==> config.mk <==
export PLATFORM = sky130hd
export DESIGN_NAME = crdc_rem
export DESIGN_NICKNAME = d
export VERILOG_FILES = /design/src/cell_raster_draw_compositor_top_assert.svh /design/src/crdc_pkg.sv /design/src/crdc_rem.sv
export SDC_FILE = /design/constraint.sdc
export NUM_CORES = 1
export LEC_CHECK = 0
export ABC_AREA = 1
export BUFFER_PORTS_ARGS = -buffer_cell sky130_fd_sc_hd__buf_2
export CAP_MARGIN = 20
export CORE_AREA = 3 3 42 72
export CTS_BUF_LIST = sky130_fd_sc_hd__clkbuf_4
export DETAILED_ROUTE_END_ITERATION = 10
export DIE_AREA = 0 0 45 75
export PLACE_DENSITY = 0.69
export SLEW_MARGIN = 20
export SYNTH_ARGS = -nofsm -noshare
export SYNTH_HDL_FRONTEND = slang
export SYNTH_SLANG_ARGS = --single-unit
export TNS_END_PERCENT = 10
==> constraint.sdc <==
create_clock -name clk -period 1.9 [get_ports clk]
set_input_delay 0.38 -clock clk [delete_from_list [all_inputs] [get_ports clk]]
set_output_delay 0.38 -clock clk [all_outputs]
set_load 0.02 [all_outputs]
==> src/cell_raster_draw_compositor_top_assert.svh <==
`ifndef CELL_RASTER_DRAW_COMPOSITOR_TOP_ASSERT_SVH
`define CELL_RASTER_DRAW_COMPOSITOR_TOP_ASSERT_SVH

// Checks a property on every clock edge outside reset.
`define CRDC_ASSERT(lbl, prop) \
  lbl: assert property (@(posedge clk) disable iff (!rst_n) prop) \
    else $error("crdc check failed");

// Checks a property on every clock edge, reset included.
`define CRDC_ASSERT_ALWAYS(lbl, prop) \
  lbl: assert property (@(posedge clk) prop) else $error("crdc check failed");

`endif

==> src/crdc_pkg.sv <==
package crdc_pkg;

  localparam int DEF_MAX_WIDTH  = 256;
  localparam int DEF_MAX_HEIGHT = 256;

  localparam int CW     = 24;
  localparam int DEND_W = 8;
  localparam int DIV_W  = 7;
  localparam int RGB_W  = 24;

  localparam logic [2:0] OP_FILL  = 3'd0;
  localparam logic [2:0] OP_RECT  = 3'd1;
  localparam logic [2:0] OP_LINE  = 3'd2;
  localparam logic [2:0] OP_GUIDE = 3'd3;
  localparam logic [2:0] OP_CLEAR = 3'd4;
  localparam logic [2:0] OP_READ  = 3'd5;

  localparam logic [1:0] REG_FRAME_W = 2'd0;
  localparam logic [1:0] REG_FRAME_H = 2'd1;
  localparam logic [1:0] REG_CELL_W  = 2'd2;
  localparam logic [1:0] REG_CELL_H  = 2'd3;

  localparam logic [31:0] GRID_GREY    = 32'hFFE6E6E6;
  localparam logic [31:0] GUIDE_GREY   = 32'hFF969696;
  localparam logic [31:0] BG_EMPTY     = 32'h00FFFFFF;
  localparam logic [7:0]  ALPHA_OPAQUE = 8'hFF;
  localparam logic [RGB_W-1:0] BLACK_RGB = 24'h000000;

  typedef struct packed {
    logic busy;
    logic rem_zero;
  } rem_stat_t;

endpackage

==> src/crdc_rem.sv <==
module crdc_rem (
  input  logic                         clk,
  input  logic                         rst_n,
  input  logic                         start,
  input  logic [crdc_pkg::DEND_W-1:0]  dividend,
  input  logic [crdc_pkg::DIV_W-1:0]   divisor,
  output crdc_pkg::rem_stat_t          stat
);

  localparam int CNT_W = $clog2(crdc_pkg::DEND_W);

  logic                        busy_r;
  logic [CNT_W-1:0]            cnt_r;
  logic [crdc_pkg::DEND_W-1:0] dend_r;
  logic [crdc_pkg::DIV_W-1:0]  rem_r;
  logic [crdc_pkg::DIV_W-1:0]  rem_nxt;
  logic [crdc_pkg::DIV_W:0]    trial;
  logic [crdc_pkg::DIV_W:0]    diff;

  // One restoring step per cycle, most significant dividend bit first.
  always_comb begin
    trial = {rem_r, dend_r[crdc_pkg::DEND_W-1]};
    diff  = trial - {1'b0, divisor};
    if (trial >= {1'b0, divisor}) begin
      rem_nxt = diff[crdc_pkg::DIV_W-1:0];
    end else begin
      rem_nxt = trial[crdc_pkg::DIV_W-1:0];
    end
  end

  always_ff @(posedge clk) begin
    if (!rst_n) begin
      busy_r <= 1'b0;
    end else if (start) begin
      busy_r <= 1'b1;
    end else if (busy_r && cnt_r == '0) begin
      busy_r <= 1'b0;
    end
  end

  always_ff @(posedge clk) begin
    if (start) begin
      dend_r <= dividend;
      rem_r  <= '0;
      cnt_r  <= CNT_W'(crdc_pkg::DEND_W - 1);
    end else if (busy_r) begin
      dend_r <= {dend_r[crdc_pkg::DEND_W-2:0], 1'b0};
      rem_r  <= rem_nxt;
      cnt_r  <= cnt_r - 1'b1;
    end
  end

  assign stat.busy     = busy_r;
  assign stat.rem_zero = (rem_r == '0);

endmodule

* Word level (Yosys, flattened, before mapping)
Cells that the tools add are included.
** Operators by class
- Mux-type cells :: 5
- Add/subtract/negate cells :: 2
- Reduce and logical (&&, ||, !) cells :: 5
- Multiply operators :: 0
- Div/mod/pow operators :: 0
- Equal/unequal tests :: 0
- Bitwise operators :: 0
- Order comparisons :: 1
- Shift-type cells :: 0
** Operator list (number)
- 8-bit two-way mux :: 2
- 8-bit by 7-bit >= comparator with 1-bit output :: 1
- 7-bit zero test :: 1
- 7-bit two-way mux :: 1
- 7-bit subtractor :: 1
- 2-bit nonzero test :: 2
- 3-bit zero test :: 1
- 3-bit by 1-bit subtractor with 3-bit output (second input constant) :: 1
- 1-bit two-way mux :: 2
- 1-bit logical AND :: 1
** Word-level totals
- Input port bits :: 18
- Bits in writable memories :: 0
- Word-level logic and storage cells :: 17
- Bits in read-only memories :: 0
- Bits in latches :: 0
- Register bits after elaboration :: 19
- Memories kept :: 0

* Depth between registers and ports, before layout
- Word-level depth :: 4
- Gate-level depth with buffers :: 14
- Mapped depth without buffers :: 14

* Least setup slack after synthesis
Ideal clock, no wire load.
- Kind :: reg-to-reg
- From :: reg dend_r[7] (netlist name)
- To :: reg rem_r[5] (netlist name)
- Data arrival time :: 1.597 ns
- Clock period less this slack :: 1.709 ns
- Data required time :: 1.788 ns
- Setup time :: 0.112 ns
- Cell stages (with the launch flop) :: 15
- Setup slack :: 0.191 ns
- Path buffers :: 0
- Cell sequence :: edfxtp_1 -> inv_1 -> ha_1 -> inv_2 -> fa_1 -> nand2_1 -> nand2_1 -> nand2_1 -> nand2_2 -> nand2_4 -> nand3_1 -> nand2_1 -> inv_1 -> nand2_1 -> nand2_1
** On the way
- Cells in the longest elaborated chain, start to end :: 2
- Elaborated cells between the ends (all ways) :: 3
- Classes of those cells :: add/sub: 1; order compare: 1; mux: 1
** RTL lines
- start, declared :: RTL line crdc_rem.sv:14 : logic [crdc_pkg::DEND_W-1:0] dend_r;
- start signal, assigned :: RTL line crdc_rem.sv:43 : dend_r <= dividend;
- start signal, assigned :: RTL line crdc_rem.sv:47 : dend_r <= {dend_r[crdc_pkg::DEND_W-2:0], 1'b0};
- 7-bit subtractor or 8-bit by 7-bit >= comparator with 1-bit output (tied branches) :: RTL line crdc_rem.sv:23, crdc_rem.sv:24
- 7-bit two-way mux * :: RTL line crdc_rem.sv:24 : if (trial >= {1'b0, divisor}) begin
- end signal, assigned :: RTL line crdc_rem.sv:48 : rem_r <= rem_nxt;
- end, declared :: RTL line crdc_rem.sv:15 : logic [crdc_pkg::DIV_W-1:0] rem_r;
Every way passes the cells marked *; elsewhere a longest branch is shown, timed or not.
A chain may end at the register's enable or synchronous reset.

* Worst setup path in the final report
- From :: reg dend_r[7] (netlist name)
- To :: reg rem_r[4] (netlist name)
Same word-level chain as after synthesis.

==> run metrics <==
outcome=complete, no violations; GRT Overall Usage=0.1665; Switch Pwr=304.9 uW; Setup WS pre-CTS=0.004432 ns; Gate power share=0.295; met2 routed WL=around 1400 um; Clk Latency, worst-skew pair=0.29 ns; TritonCTS clock tree=done; Initial DRC Count=32; Die Wd=approximately 45 um; Vias=1,116; Setup crit start kind=flop; final std cells w/o fill=220; Setup violations, final=0; minimum clock period=1.795 ns; vias in the first global route=~1,100; Seq cells post-synth=19; number of port buffers=19; Root Buffer=clkbuf_4; wire per inst=11.36 um; Die ar.=3375 um^2; crit path DAT=1.99 ns; CTS clk-pin slew, worst paths=roughly 0.1 ns; setup TNS=0 ns; Distinct cells, synth=27; Net Sw Frac=0.3105; sequential fraction of design power=0.488; # Max-Cap Violations=0; period utilization=0.9447; FP Rows=24; met3 WL=77 um; sequential-to-total area share from yosys stat=0.3706; GR Overflow Total=0; Mean Syn Cell Area=7.440 um^2; I/O pin total=20; ANT nets after route=0; Min-Delay Path Class=in2reg; Required @ worst endpoint=2.10 ns; initial antenna violation count=0; commonest non-fill, non-tap cell in the layout=nand2_1; setup slack after layout=0.1050 ns; Layout area overhead=17.42%; crit end category=flop; Fin Hold WS=between 0.3 and 0.4 ns; Clock Path Buffers=2; Slew headroom=0.7863; pwr dens=673.1 nW/um^2; Final Max Tran Viols=0; hpwl dp=between 1500 and 2000 um; Routability Congestion=0.8185; TritonRoute pass-1 iters=4; largest net degree at the start of global routing=13; diode count=0; Clock Power Share=0.216; total routed wirelength=2499 um; Syn Inst Count=167; Max Fclk=approximately 560 MHz; Synth Cell Area=between 1000 and 1500 um^2; Pwr Total=982.0 uW; detail-routed via count per cell=~5.1; CTS Buf Count=3; first-pass GRT wire length=about 4300 um; Max Used Layer=met4; initial core utilization=0.4926; Core Box Area=2522 um^2; Synth warnings=0; Peak VDD IR=421.8 uV; CTS Sinks=19; clock skew=slightly below 0.001 ns; Fillers=255; Die Ht=75 um; P_leak=0.8273 nW; Post-route DRC=0; RSZ-0062 raised after global routing=false; Max Fanout on Critical Path=3; Crit Path Class=reg2reg; # nets final=223; Slew @ Worst Pin=around 0.32 ns; met1 WL=~950 um; Hold Fails Final Rpt=0; dpl cells=~210; P_int=677.1 uW; layout cells sized above 1=0.2423; CTS HTree Levels=1; Syn Nets=195; commonest cells after routing, fill and taps aside=nand2_1 (58), inv_1 (24), buf_2 (19)
power groups by stage:
| stage | Combinational [mW] | Clock, mW | Sequential (mW) |
|---|---|---|---|
| finish | 0.290 | 0.213 | 0.479 |
| floorplan | 0.198 | 0 | 0.483 |
| CTS | 0.269 | 0.223 | 0.479 |
| detailed placement | 0.266 | 0 | 0.488 |
| global placement | 0.260 | 0 | 0.487 |
| global route | 0.330 | 0.237 | 0.484 |
stage by stage:
stage                       util  cell area (um^2)
after CTS                 0.5561              1403
after floorplan                -              1242
after global placement    0.5441              1373
final                     0.5784              1459
after detailed placement  0.5441              1373
after global routing      0.5784              1459
cell usage after synthesis:
| cell | instances | area share |
|---|---|---|
| a21oi_1 | 3 | 0.012 |
| edfxtp_1 | 8 | 0.19 |
| o21ai_1 | 5 | 0.020 |
| nand2_2 | 1 | 0.0050 |
| fa_1 | 1 | 0.016 |
| buf_4 | 1 | 0.0060 |
| nand2_4 | 2 | 0.018 |
| a22oi_1 | 1 | 0.0060 |
| xnor2_1 | 1 | 0.0071 |
| a21oi_4 | 1 | 0.013 |
| nor4_1 | 1 | 0.0050 |
| ha_1 | 9 | 0.091 |
| inv_2 | 6 | 0.018 |
| nor3_2 | 1 | 0.0081 |
| dfxtp_1 | 11 | 0.18 |
| nand2_1 | 59 | 0.18 |
| inv_1 | 25 | 0.076 |
| xor2_1 | 1 | 0.0071 |
| nor2_8 | 1 | 0.016 |
| nor2_1 | 2 | 0.0060 |
| nand3_1 | 18 | 0.073 |
| or2_4 | 1 | 0.0071 |
| a31oi_1 | 1 | 0.0050 |
| nand3b_1 | 2 | 0.012 |
| or2_1 | 1 | 0.0050 |
| buf_2 | 1 | 0.0040 |
| nand4_1 | 3 | 0.015 |
sequential cells by signal (all words and copies together), names as in the netlist:
| register | cells |
|---|---|
| rem_r | 7 |
| busy_r | 1 |
| dend_r | 8 |
| cnt_r | 3 |
worst max-delay path, cell delays in order, from the launching register on:
cell	delay [ns]
edfxtp_1	0.39
inv_2	0.09
ha_4	0.12
inv_2	0.04
fa_2	0.38
nand2_1	0.07
nand2_1	0.08
nand2_2	0.11
buf_4	0.11
xor2_1	0.14
nand2_1	0.07
nand3_1	0.07
nand2_1	0.05
kinds of logic (layout without fill, tap and decap cells):
group / Yosys count / count (layout) / share of synthesized area
fa+ha+maj: 10 / 10 / 0.1067
simple gates: 92 / 93 / 0.3485
flops: 19 / 19 / 0.3706
compound gates: 11 / 11 / 0.05640
xor+xnor: 2 / 2 / 0.01410
buf+inv: 33 / 59 / 0.1037
cell type report:
class                   instances  area (um^2)  area share
repair buffers                 24        132.6     0.09091
inverters                      31        116.4     0.07976
clock buffers                   4        30.03     0.02058
multi-input cells             116        686.9      0.4708
well taps                      26        32.53     0.02230
flip-flops and latches         19        460.4      0.3156
routing by layer:
layer  up-vias  global-route usage
met5         -                   0
met4         0             0.08469
met3         7            0.009569
met2        26              0.3186
met1       498              0.1729
li1        585                   -
worst paths after layout:
path | startpoint | endpoint | slack [ns] | depth (start not counted)
max reg2reg | dend_r[7]$_DFFE_PP_ | rem_r[4]$_SDFFE_PP0P_ | 0.11 | 12
min reg2reg | cnt_r[0]$_SDFFE_PP1P_ | cnt_r[0]$_SDFFE_PP1P_ | 0.46 | 1
max | dend_r[7]$_DFFE_PP_ | rem_r[4]$_SDFFE_PP0P_ | 0.11 | 12
min | rst_n | busy_r$_SDFFE_PN0P_ | 0.32 | 3
what timing repair did:
| action | CTS | global route |
|---|---|---|
| gates resized for setup | 0 | 7 |
| endpoints found under the setup margin | 0 | 7 |
| setup buffers | 0 | 3 |
| hold buffers | 0 | 0 |
No activity file was read; power rests on OpenSTA's default activity.
